--- config.mk ---
export PLATFORM = sky130hd
export DESIGN_NAME = mouse_look_direction_unit
export DESIGN_NICKNAME = d
export VERILOG_FILES = /design/src/sv/mld_pkg.sv /design/src/sv/mld_mul.sv /design/src/sv/mld_cordic.sv /design/src/sv/mouse_look_direction_unit.sv
export SDC_FILE = /design/constraint.sdc
export NUM_CORES = 2
export LEC_CHECK = 0
export ABC_CLOCK_PERIOD_IN_PS = 30100
export BUFFER_PORTS_ARGS = -buffer_cell sky130_fd_sc_hd__clkbuf_2
export CAP_MARGIN = 20
export CORE_MARGIN = 4
export CORE_UTILIZATION = 60
export CTS_BUF_LIST = sky130_fd_sc_hd__clkbuf_4
export DETAILED_ROUTE_END_ITERATION = 12
export PLACE_DENSITY = 0.86
export SYNTH_ARGS = -nofsm -noshare
export SYNTH_HDL_FRONTEND = slang
export SYNTH_SLANG_ARGS = --single-unit
--- constraint.sdc ---
create_clock -name clk -period 30.1 [get_ports clk]
set_clock_uncertainty 0.1 [all_clocks]
set_input_delay 1.505 -clock clk [delete_from_list [all_inputs] [get_ports clk]]
set_output_delay 1.505 -clock clk [all_outputs]
set_load 0.03 [all_outputs]
--- src/sv/mld_pkg.sv ---
// mld_pkg: shared constants, types and the CORDIC arctangent table
// for the mouse look direction unit. No dependencies.
package mld_pkg;

  localparam int PITCH_LIMIT  = 11392;
  localparam int FULL_TURN    = 46080;
  localparam int HALF_TURN    = 23040;
  localparam int QUARTER_TURN = 11520;
  localparam int ONE_Q14      = 16384;
  localparam int POS_MAX      = 8388607;
  localparam int POS_MIN      = -8388608;
  localparam logic signed [31:0] CORDIC_GAIN = 32'sd652032874;

  localparam int ATAN_DEPTH = 24;
  localparam int ATAN_IW    = 5;

  localparam logic [2:0] REG_SENS = 3'd0;
  localparam logic [2:0] REG_FREE = 3'd1;
  localparam logic [2:0] REG_POSX = 3'd2;
  localparam logic [2:0] REG_POSY = 3'd3;
  localparam logic [2:0] REG_POSZ = 3'd4;

  typedef logic signed [31:0] q30_t;
  typedef logic signed [15:0] ang_t;

  typedef struct packed {
    logic start;
    ang_t angle;
  } cordic_req_t;

  typedef struct packed {
    logic done;
    q30_t c;
    q30_t s;
  } cordic_rsp_t;

  function automatic logic signed [25:0] atan_deg(input logic [ATAN_IW-1:0] i);
    logic signed [25:0] v;
    unique case (i)
      5'd0:  v = 26'sd2949120;
      5'd1:  v = 26'sd1740967;
      5'd2:  v = 26'sd919879;
      5'd3:  v = 26'sd466945;
      5'd4:  v = 26'sd234379;
      5'd5:  v = 26'sd117304;
      5'd6:  v = 26'sd58666;
      5'd7:  v = 26'sd29335;
      5'd8:  v = 26'sd14668;
      5'd9:  v = 26'sd7334;
      5'd10: v = 26'sd3667;
      5'd11: v = 26'sd1833;
      5'd12: v = 26'sd917;
      5'd13: v = 26'sd458;
      5'd14: v = 26'sd229;
      5'd15: v = 26'sd115;
      5'd16: v = 26'sd57;
      5'd17: v = 26'sd29;
      5'd18: v = 26'sd14;
      5'd19: v = 26'sd7;
      5'd20: v = 26'sd4;
      5'd21: v = 26'sd2;
      5'd22: v = 26'sd1;
      default: v = 26'sd0;
    endcase
    return v;
  endfunction

endpackage

--- src/sv/mld_mul.sv ---
// mld_mul: shared 32x32 signed multiplier with registered product.
// Depends on mld_pkg.
module mld_mul (
  input  logic               clk,
  input  mld_pkg::q30_t      a,
  input  mld_pkg::q30_t      b,
  output logic signed [63:0] p_r
);
  import mld_pkg::*;

  logic signed [63:0] p_nxt;

  assign p_nxt = 64'(a) * 64'(b);

  always_ff @(posedge clk) begin
    p_r <= p_nxt;
  end
endmodule

--- src/sv/mld_cordic.sv ---
// mld_cordic: rotation-mode CORDIC, one micro-rotation per cycle.
// Angle in Q9.7 degrees, cosine and sine in Q2.30. Depends on mld_pkg.
module mld_cordic #(
  parameter int CORDIC_STEPS = 16
) (
  input  logic                      clk,
  input  logic                      rst_n,
  input  mld_pkg::cordic_req_t      req,
  output mld_pkg::cordic_rsp_t      rsp
);
  import mld_pkg::*;

  logic                       busy_r, busy_nxt;
  logic                       done_r, done_nxt;
  logic [ATAN_IW-1:0]         i_r, i_nxt;
  q30_t                       x_r, x_nxt, y_r, y_nxt;
  logic signed [25:0]         z_r, z_nxt;
  q30_t                       dx, dy;

  assign dx = y_r >>> i_r;
  assign dy = x_r >>> i_r;

  always_comb begin
    busy_nxt = busy_r;
    done_nxt = 1'b0;
    i_nxt    = i_r;
    x_nxt    = x_r;
    y_nxt    = y_r;
    z_nxt    = z_r;
    if (req.start) begin
      busy_nxt = 1'b1;
      i_nxt    = '0;
      x_nxt    = CORDIC_GAIN;
      y_nxt    = '0;
      z_nxt    = {{1{req.angle[15]}}, req.angle, 9'd0};
    end else if (busy_r) begin
      if (!z_r[25]) begin
        x_nxt = x_r - dx;
        y_nxt = y_r + dy;
        z_nxt = z_r - atan_deg(i_r);
      end else begin
        x_nxt = x_r + dx;
        y_nxt = y_r - dy;
        z_nxt = z_r + atan_deg(i_r);
      end
      i_nxt = i_r + 1'b1;
      if (i_r == ATAN_IW'(CORDIC_STEPS - 1)) begin
        busy_nxt = 1'b0;
        done_nxt = 1'b1;
      end
    end
  end

  always_ff @(posedge clk) begin
    if (!rst_n) begin
      busy_r <= 1'b0;
      done_r <= 1'b0;
    end else begin
      busy_r <= busy_nxt;
      done_r <= done_nxt;
    end
    i_r <= i_nxt;
    x_r <= x_nxt;
    y_r <= y_nxt;
    z_r <= z_nxt;
  end

  assign rsp.done = done_r;
  assign rsp.c    = x_r;
  assign rsp.s    = y_r;
endmodule

--- src/sv/mouse_look_direction_unit.sv ---
// mouse_look_direction_unit: top level, sequencer around a shared
// multiplier and CORDIC. Depends on mld_pkg, mld_mul, mld_cordic.
//
// Usage: each pointer sample arrives on the in_ channel (valid/ready).
// The sample is turned into pixel deltas, scaled by the sensitivity and
// folded into yaw (wrapped to +-180 degrees) and pitch (clamped to
// +-89 degrees). Front and target vectors plus the heading are then
// presented on the out_ channel (valid/ready) as one transfer.
// From acceptance to out_valid a sample takes two passes through the
// single multiplier, PIXEL_BITS - 4 restoring steps for the yaw wrap,
// two CORDIC passes (pitch, then yaw) and two more multiplier passes,
// four passes through the single multiplier in all. One sample is in
// flight at a time; in_ready is low from acceptance until the result
// has been taken, so no new sample is taken while one is in flight.
// With free look disabled samples are accepted and dropped without a
// result. A stalled receiver holds the result and the block takes no
// new sample. After reset the first sample only records the pointer
// position (zero deltas) but still gives a result. Configuration
// writes on cfg_ take effect at once.
module mouse_look_direction_unit #(
  parameter int CORDIC_STEPS = 16,
  parameter int PIXEL_BITS   = 12
) (
  input  logic                  clk,
  input  logic                  rst_n,
  input  logic                  in_valid,
  output logic                  in_ready,
  input  logic [PIXEL_BITS-1:0] in_pointer_x,
  input  logic [PIXEL_BITS-1:0] in_pointer_y,
  output logic                  out_valid,
  input  logic                  out_ready,
  output logic signed [15:0]    out_front_x,
  output logic signed [15:0]    out_front_y,
  output logic signed [15:0]    out_front_z,
  output logic signed [23:0]    out_target_x,
  output logic signed [23:0]    out_target_y,
  output logic signed [23:0]    out_target_z,
  output logic signed [15:0]    out_heading,
  input  logic                  cfg_we,
  input  logic [2:0]            cfg_index,
  input  logic [23:0]           cfg_wdata
);
  import mld_pkg::*;

  localparam int DW = PIXEL_BITS + 1;
  localparam int PW = DW + 17;
  localparam int SW = PW - 9;
  localparam int TW = SW + 2;
  localparam int K  = TW - 16;
  localparam int RW = TW + 1;
  localparam int KW = $clog2(K + 1);

  localparam logic [3:0] S_IDLE = 4'd0;
  localparam logic [3:0] S_MX   = 4'd1;
  localparam logic [3:0] S_MY   = 4'd2;
  localparam logic [3:0] S_ANG  = 4'd3;
  localparam logic [3:0] S_MOD  = 4'd4;
  localparam logic [3:0] S_WRAP = 4'd5;
  localparam logic [3:0] S_CP   = 4'd6;
  localparam logic [3:0] S_CY   = 4'd7;
  localparam logic [3:0] S_M1   = 4'd8;
  localparam logic [3:0] S_M2   = 4'd9;
  localparam logic [3:0] S_OUT  = 4'd10;

  logic [3:0]            state_r, state_nxt;
  logic [15:0]           sens_r;
  logic                  free_r;
  logic signed [23:0]    posx_r, posy_r, posz_r;
  logic [PIXEL_BITS-1:0] prevx_r, prevy_r;
  logic                  first_r;
  logic signed [15:0]    yaw_r, pitch_r;
  logic signed [DW-1:0]  dx_r, dy_r;
  logic signed [SW-1:0]  sx_r, sy_r;
  logic [RW-1:0]         mod_r, mod_nxt;
  logic [KW-1:0]         k_r;
  logic signed [15:0]    ya_r;
  logic                  neg_r;
  q30_t                  cp_r, sp_r, cy_r, syw_r;
  logic signed [15:0]    fx_r, fy_r, fz_r;
  logic                  out_valid_r;
  logic signed [23:0]    tx_r, ty_r, tz_r;

  q30_t                  mul_a, mul_b;
  logic signed [63:0]    mul_p;
  cordic_req_t           creq;
  cordic_rsp_t           crsp;

  logic                  in_xfer;
  logic [PIXEL_BITS-1:0] basex, basey;
  logic signed [63:0]    prod_rnd;
  logic signed [SW-1:0]  scaled;
  logic signed [TW-1:0]  tsum, psum;
  logic [RW-1:0]         msub;
  logic signed [15:0]    yaw_new;
  q30_t                  cy_nx, sy_nx;

  mld_mul u_mul (
    .clk (clk),
    .a   (mul_a),
    .b   (mul_b),
    .p_r (mul_p)
  );

  mld_cordic #(.CORDIC_STEPS(CORDIC_STEPS)) u_cordic (
    .clk   (clk),
    .rst_n (rst_n),
    .req   (creq),
    .rsp   (crsp)
  );

  function automatic logic signed [15:0] q60_q14(input logic signed [63:0] p);
    logic signed [63:0] t;
    logic signed [17:0] v;
    t = p + (64'sd1 <<< 45);
    v = t[63:46];
    if (v > 18'sd16384) return 16'sd16384;
    if (v < -18'sd16384) return -16'sd16384;
    return v[15:0];
  endfunction

  function automatic logic signed [15:0] q30_q14(input q30_t p);
    logic signed [32:0] t;
    logic signed [16:0] v;
    t = 33'(p) + 33'sd32768;
    v = t[32:16];
    if (v > 17'sd16384) return 16'sd16384;
    if (v < -17'sd16384) return -16'sd16384;
    return v[15:0];
  endfunction

  function automatic logic signed [23:0] tgt(input logic signed [23:0] pos,
                                             input logic signed [15:0] f);
    logic signed [16:0] r;
    logic signed [24:0] s;
    r = 17'(f) + 17'sd32;
    s = 25'(pos) + 25'(signed'(r[16:6]));
    if (s > 25'sd8388607) return 24'sd8388607;
    if (s < -25'sd8388608) return -24'sd8388608;
    return s[23:0];
  endfunction

  assign in_ready = (state_r == S_IDLE) && !out_valid_r;
  assign in_xfer  = in_valid && in_ready;
  assign basex    = first_r ? in_pointer_x : prevx_r;
  assign basey    = first_r ? in_pointer_y : prevy_r;

  assign prod_rnd = mul_p + 64'sd256;
  assign scaled   = prod_rnd[PW-1:9];
  assign tsum     = TW'(yaw_r) + TW'(sx_r) + TW'(HALF_TURN);
  assign psum     = TW'(pitch_r) + TW'(scaled);
  assign msub     = RW'(FULL_TURN) << k_r;
  assign mod_nxt  = (mod_r >= msub) ? (mod_r - msub) : mod_r;
  assign yaw_new  = signed'(mod_r[15:0]) - 16'(HALF_TURN);
  assign cy_nx    = neg_r ? -crsp.c : crsp.c;
  assign sy_nx    = neg_r ? -crsp.s : crsp.s;

  always_comb begin
    mul_a = '0;
    mul_b = '0;
    unique case (state_r)
      S_MX: begin
        mul_a = 32'(dx_r);
        mul_b = 32'(sens_r);
      end
      S_MY: begin
        mul_a = 32'(dy_r);
        mul_b = 32'(sens_r);
      end
      S_M1: begin
        mul_a = cp_r;
        mul_b = cy_r;
      end
      S_M2: begin
        mul_a = cp_r;
        mul_b = syw_r;
      end
      default: ;
    endcase
  end

  always_comb begin
    creq.start = 1'b0;
    creq.angle = pitch_r;
    if (state_r == S_WRAP) begin
      creq.start = 1'b1;
    end else if (state_r == S_CP && crsp.done) begin
      creq.start = 1'b1;
      creq.angle = ya_r;
    end
  end

  always_comb begin
    state_nxt = state_r;
    unique case (state_r)
      S_IDLE: if (in_xfer && free_r) state_nxt = S_MX;
      S_MX:   state_nxt = S_MY;
      S_MY:   state_nxt = S_ANG;
      S_ANG:  state_nxt = S_MOD;
      S_MOD:  if (k_r == '0) state_nxt = S_WRAP;
      S_WRAP: state_nxt = S_CP;
      S_CP:   if (crsp.done) state_nxt = S_CY;
      S_CY:   if (crsp.done) state_nxt = S_M1;
      S_M1:   state_nxt = S_M2;
      S_M2:   state_nxt = S_OUT;
      S_OUT:  state_nxt = S_IDLE;
      default: state_nxt = S_IDLE;
    endcase
  end

  always_ff @(posedge clk) begin
    if (!rst_n) begin
      state_r     <= S_IDLE;
      sens_r      <= 16'd5243;
      free_r      <= 1'b1;
      posx_r      <= 24'sd256;
      posy_r      <= 24'sd25600;
      posz_r      <= 24'sd0;
      prevx_r     <= '0;
      prevy_r     <= '0;
      first_r     <= 1'b1;
      yaw_r       <= -16'sd11392;
      pitch_r     <= '0;
      out_valid_r <= 1'b0;
    end else begin
      state_r <= state_nxt;
      if (cfg_we) begin
        unique case (cfg_index)
          REG_SENS: sens_r <= cfg_wdata[15:0];
          REG_FREE: free_r <= cfg_wdata[0];
          REG_POSX: posx_r <= cfg_wdata;
          REG_POSY: posy_r <= cfg_wdata;
          REG_POSZ: posz_r <= cfg_wdata;
          default: ;
        endcase
      end
      if (in_xfer && free_r) begin
        prevx_r <= in_pointer_x;
        prevy_r <= in_pointer_y;
        first_r <= 1'b0;
      end
      if (state_r == S_ANG) begin
        if (psum > TW'(PITCH_LIMIT)) pitch_r <= 16'(PITCH_LIMIT);
        else if (psum < -TW'(PITCH_LIMIT)) pitch_r <= -16'(PITCH_LIMIT);
        else pitch_r <= psum[15:0];
      end
      if (state_r == S_WRAP) yaw_r <= yaw_new;
      if (state_r == S_OUT) out_valid_r <= 1'b1;
      else if (out_valid_r && out_ready) out_valid_r <= 1'b0;
    end
    if (in_xfer) begin
      dx_r <= DW'(in_pointer_x) - DW'(basex);
      dy_r <= DW'(basey) - DW'(in_pointer_y);
    end
    if (state_r == S_MY) sx_r <= scaled;
    if (state_r == S_ANG) begin
      mod_r <= {tsum[TW-1], tsum} + (RW'(FULL_TURN) << K);
      k_r   <= KW'(K);
    end
    if (state_r == S_MOD) begin
      mod_r <= mod_nxt;
      if (k_r != '0) k_r <= k_r - 1'b1;
    end
    if (state_r == S_WRAP) begin
      neg_r <= 1'b0;
      ya_r  <= yaw_new;
      if (yaw_new > 16'(QUARTER_TURN)) begin
        ya_r  <= yaw_new - 16'(HALF_TURN);
        neg_r <= 1'b1;
      end else if (yaw_new < -16'(QUARTER_TURN)) begin
        ya_r  <= yaw_new + 16'(HALF_TURN);
        neg_r <= 1'b1;
      end
    end
    if (state_r == S_CP && crsp.done) begin
      cp_r <= crsp.c;
      sp_r <= crsp.s;
    end
    if (state_r == S_CY && crsp.done) begin
      cy_r  <= cy_nx;
      syw_r <= sy_nx;
    end
    if (state_r == S_M2) begin
      fx_r <= q60_q14(mul_p);
      fy_r <= q30_q14(sp_r);
    end
    if (state_r == S_OUT) begin
      fz_r <= q60_q14(mul_p);
      tx_r <= tgt(posx_r, fx_r);
      ty_r <= tgt(posy_r, fy_r);
      tz_r <= tgt(posz_r, q60_q14(mul_p));
    end
  end

  assign out_valid    = out_valid_r;
  assign out_front_x  = fx_r;
  assign out_front_y  = fy_r;
  assign out_front_z  = fz_r;
  assign out_target_x = tx_r;
  assign out_target_y = ty_r;
  assign out_target_z = tz_r;
  assign out_heading  = yaw_r;
endmodule
Word-level counts from Yosys, hierarchy flattened
Memories as Yosys holds them, arrays and structs flattened. A register that Yosys moved wholly into a read port is not among the register bits.
Index checks and enable logic that the tools add are counted.
- magnitude comparators: 15
- bitwise gates (word level): 2
- equality and inequality tests: 20
- add/sub/neg operators: 29
- multipliers: 1
- muxes and demuxes: 97
- shift-type cells: 3
- reductions and logical operators: 24
- operators by type and width (cell ; count):
    $mux W24 ; 15
    $mux W16 ; 16
    $mux W26 ; 9
    $pmux W32 S3 ; 2
    $mux W32 ; 4
    $add A24 B11 Y25 ; 3
    $gt A25 B24 Y1 const B ; 3
    $lt A25 B24 Y1 const B ; 3
    $add A32 B32 Y32 ; 2
    $add A64 B47 Y64 const B ; 1
    $mul A32 B32 Y64 ; 1
    $neg A32 Y32 ; 2
    $sshr A32 B5 Y32 ; 2
    $sub A32 B32 Y32 ; 2
    $add A16 B7 Y17 const B ; 3
    $add A16 B21 Y22 ; 2
    $pmux W4 S10 ; 1
    $mux W1 ; 36
    $add A32 B17 Y33 const B ; 1
    $sub A16 B16 Y16 const B ; 2
    $add A30 B10 Y30 const B ; 1
    $add A26 B26 Y26 ; 1
    $sub A12 B12 Y13 ; 2
    $sub A26 B26 Y26 ; 1
    other kinds (42) ; 76
- bits in read-only memories: 1408
- logic and storage cells: 230
- input bits: 56
- output and inout bits: 138
- memories kept: 2
- register bits after elaboration: 651
- memories (name ; depth ; bits a word ; read ports ; clocked after Yosys merged registers in ; write ports ; line ; RTL):
    (no name shown) ; 32 ; 22 ; 1 ; 1 ; 0 ; mld_pkg.sv:39 ; unique case (i)
    (no name shown) ; 32 ; 22 ; 1 ; 1 ; 0 ; mld_pkg.sv:39 ;

Longest topological paths before layout
- word-level depth: 18
- gate-level depth with buffers: 38
- mapped depth without buffers: 33

By module
From an unflattened synthesis, not the netlist that was laid out.
- cell total of the unflattened synthesis: 8962
- area total of the unflattened synthesis: 82038.7 um2
- modules (own cells, without submodules) (module ; cells an instance ; area an instance (um2) ; instances):
    mld_mul ; 4098 ; 38035.2 ; 1
    mouse_look_direction_unit ; 3019 ; 28608.7 ; 1
    mld_cordic ; 1845 ; 15394.8 ; 1

Worst setup path after synthesis
Ideal clock, no wire load.
- kind: reg2reg
- start: reg state_r[3]
- end: reg u_mul.p_r[58]
- path slack: 19.917 ns
- arrival time: 9.953 ns
- stages on the path, launching flop included: 33
- buffers on the path: 4
- data required time: 29.870 ns
- cells stage by stage: dfxtp_1 -> clkbuf_1 -> nor4b_1 -> clkbuf_1 -> a22o_1 -> clkbuf_1 -> a21o_1 -> clkbuf_1 -> nand2_1 -> inv_1 -> fa_1 -> inv_1 -> fa_1 -> inv_1 -> fa_1 -> fa_1 -> inv_1 -> fa_1 -> inv_1 -> fa_1 -> fa_1 -> fa_1 -> ha_1 -> a21o_1 -> a211o_1 -> a21o_1 -> a21o_1 -> o2111ai_1 -> nand3_1 -> a21oi_1 -> o21ai_1 -> a21oi_1 -> a211oi_1
- longest elaborated chain between the ends: 4
- ends and longest elaborated chain (element ; line ; RTL):
    start, declared ; mouse_look_direction_unit.sv:65 ; logic [3:0] state_r, state_nxt;
    start signal, assigned ; mouse_look_direction_unit.sv:225 ; state_r <= state_nxt;
    $eq A4 B4 Y1, or another cell as far along ; mouse_look_direction_unit.sv:160 ; unique case (state_r)
    $reduce_or A2 Y1 (no source line) ; - ;
    $pmux W32 S3 ; mouse_look_direction_unit.sv:160 ;
    $mul A32 B32 Y64 * ; mld_mul.sv:13 ; assign p_nxt = 64'(a) * 64'(b);
    via u_mul.p_nxt[58] ; mld_mul.sv:11 ; logic signed [63:0] p_nxt;
    end signal, assigned ; mld_mul.sv:16 ; p_r <= p_nxt;
    end, declared ; mld_mul.sv:7 ; output logic signed [63:0] p_r
The timed path passes the listed nets; every way through them passes the cells marked *.
A chain may end at the register's enable or synchronous reset.

Worst setup path after layout
- start: reg state_r[0]
- end: reg u_mul.p_r[55]
Same word-level chain as after synthesis.

==> metrics.md <==
| Metric | Value |
|---|---|
| Status | `finished, final reports clean` |
| Area grow syn2layout | `5.887%` |
| I/O Buffers | `around 190` |
| Worst setup margin | `approximately 19 ns` |
| DR vias/cell | `around 6.3` |
| Largest net degree at the start of global routing | `95` |
| CP Capture Type | `flop` |
| H-tree levels | `4` |
| Post-CTS setup buffers | `0` |
| Drt wl/cell | `24.29 µm` |
| FMAX | `about 86 MHz` |
| Period minus WS final | `around 12 ns` |
| CTS Root Cell | `clkbuf_4` |
| Worst-path maximum fanout | `40` |
| Final Max Slew Viols | `0` |
| Number of synthesized register bits | `around 640` |
| Post-Layout Cell Count | `10500` |
| Worst slew pin tran | `1.425 ns` |
| Num CTS Buffers | `approximately 170` |
| Synth cell types | `~110` |
| Die area | `136000 µm²` |
| Setup CP Type | `reg -> reg` |
| Leakage | `roughly 0.037 µW` |
| Final WL | `approximately 260000 µm` |
| Initial antenna violation count | `10` |
| Congestion Overflow GR | `0` |
| Hold Path Origin | `prevy_r[1]` |
| FF-to-FF Start | `state_r[0]` |
| DRT iter0 DRCs | `7287` |
| Die X-Extent | `between 300 and 400 µm` |
| Arr. time, crit path | `12.55 ns` |
| Most common cell after layout, fill and taps aside | `inv_1` |
| Worst Hold Depth | `2` |
| Max_cap viols | `0` |
| Share of layout cells above drive strength 1 | `approximately 9%` |
| Clk slew on worst S/H paths | `~0.07 ns` |
| Ys async rst share | `0%` |
| Reg2reg path depth | `31` |
| Clock Latency Late Sink | `roughly 1.2 ns` |
| Worst Hold Class | `reg -> reg` |
| Pre-CTS setup slack | `18.71 ns` |
| Headroom to the max-slew limit | `approximately 5%` |
| Nets | `10230` |
| TritonRoute pass-1 iters | `9` |
| Reg2Reg Setup Slack | `~19 ns` |
| Syn_nets | `10200` |
| Worst-case vdd ir drop | `approximately 0.12 mV` |
| Row count | `132` |
| First-pass GRT wire length | `between 300000 and 400000 µm` |
| Fin Setup TNS | `0 ns` |
| Sequential cell area fraction in the yosys report | `20.60%` |
| Final Hold Fails | `0` |
| Final ANT Viol Nets | `0` |
| Most common flop cell mapped by yosys | `edfxtp_1` |
| Most frequent cells in the layout | `inv_1 (1132), fa_1 (1091), nand2_1 (1070)` |
| Vias in the first global route | `between 60000 and 70000` |
| Hold_ws | `about 0.36 ns` |
| Hold Path End | `prevy_r[1]` |
| Hold buffers post-CTS | `0` |
| DRC viols | `0` |
| Syn. warnings | `0` |
| Req. time, crit path | `just over 30 ns` |
| Gpl congestion | `approximately 1.1` |
| Period utilization | `38.47%` |
| CTS tree | `built` |
| Worst path slowest cell | `fa_1` |
| Worst r2r dst | `u_mul.p_r[55]` |
| Avg Inst Size Synth | `~9.1 µm²` |
| Final setup violation count | `0` |
| Routed via count | `approximately 66000` |
| Setup crit start kind | `flop` |
| CORE AREA | `129500 µm²` |
| Cells after Synth | `~8600` |
| Die Height | `approximately 370 µm` |
| Clock sinks | `between 600 and 700` |
| RSZ-0062 raised after global routing | `false` |
| Starting Density | `approximately 60%` |
| Resize count post-CTS | `0` |
| IO Count | `194` |
| Most frequent CP cell | `fa_1` |
| CTS max path bufs | `3` |
| DP HPWL | `around 190000 µm` |
| Post-synth EDFFs | `between 300 and 400` |
| Post-Place Cells | `~10000` |
| Gr usage total | `~37%` |
| Pwr Density | `109.5 nW/µm²` |
| CP peak stage delay | `between 0.8 and 0.9 ns` |
| Post-synthesis instance area | `about 78000 µm²` |
==> cell usage after synthesis (all sizes together) (35+ instances only) <==
cell type,instances,area [µm²]
inv,1136,4264
fa,1091,21840
nand2,1071,4020
nor2,902,3386
ha,470,5881
a21oi,461,2307
clkbuf,367,1379
edfxtp,338,10150
dfxtp,297,5946
xnor2,282,2470
o21ai,268,1341
xor2,179,1568
a21o,145,1089
nand3,135,675.7
mux2i,128,1294
nor3,94,504.2
buf,82,539.3
nand2b,70,437.9
a211oi,58,450.4
a31oi,57,356.6
mux2,54,615.6
o21a,54,405.4
and3,53,331.6
and2,52,325.3
mux4,52,1197
nor2b,47,294.0
o31ai,47,352.8
a22oi,45,337.8
or2,40,250.2
o22ai,38,237.7
o211ai,35,262.8
==> power breakdown <==
group	switching [µW]	internal, µW	total (µW)	leakage, µW
sequential	352	1130	1480	0.00552
combinational	4220	2550	6770	0.0306
clock	410	399	809	0.00133
==> cell type report <==
type	instances	area, µm²
diodes	10	25.02
clock buffers	230	1727
clock inverters	79	515.5
fillers	10520	46760
inverters	1139	4278
multi-input cells	6355	55960
flip-flops and latches	635	16110
well taps	1742	2180
repair buffers	310	1923
==> cell families (layout without fill, tap and decap cells) <==
group | Yosys count | in the layout | synth area share (%)
other | 0 | 10 | 0
and+or+nand+nor | 2616 | 2616 | 14.55
muxes | 234 | 234 | 3.977
xor gates and xnor gates | 461 | 461 | 5.168
adders and majority gates | 1573 | 1573 | 35.64
AOI/OAI and AO/OA | 1471 | 1471 | 12.13
buffers and inverters | 1588 | 1758 | 7.928
DFF | 635 | 635 | 20.60
==> state kept, by name, indices dropped and copies added (netlist names), 26 cells and up, named ones only <==
| signal | cells |
|---|---|
| syw_r | 32 |
| u_mul.p_r | 41 |
| u_cordic.x_r | 32 |
| cy_r | 32 |
| u_cordic.z_r | 26 |
| cp_r | 32 |
| u_cordic.y_r | 32 |
==> how the worst max path moves through the flow <==
stage | startpoint | end | slack [ns]
global placement | state_r[0] | u_mul.p_r[58] | 19.20
CTS | state_r[0] | u_mul.p_r[58] | 18.68
finish | state_r[0] | u_mul.p_r[55] | 18.52
floorplan | state_r[3] | u_mul.p_r[58] | 19.92
global route | state_r[0] | u_mul.p_r[55] | 17.98
detailed placement | state_r[0] | u_mul.p_r[58] | 18.71
==> critical path: cells and delay by family (launching register included) <==
kind                       cells  cell delay [ns]
AOI/OAI and AO/OA              9             2.65
adders and majority gates      9             4.67
buffers and inverters          6             1.57
DFF                            1             0.67
muxes                          1             0.17
and+or+nand+nor                6             1.65
==> per-stage QoR <==
step                utilization (%)  total power, µW  cell area (µm²)
finish                        63.89             9061            82720
global route                  63.88             9725            82720
CTS                           63.77             8860            82580
detailed placement            62.04             8013            80330
global placement              62.03             7787            80320
floorplan                         -             6071            78120
==> per-layer routing <==
layer,global-route usage [%],vias up,share of wire (%)
li1,-,28370,-
met1,45.95,32080,36
met2,57.74,4193,44
met3,11.65,1191,13
met4,23.69,12,7.5
met5,0,-,0.067
No activity file was read; power rests on OpenSTA's default activity.
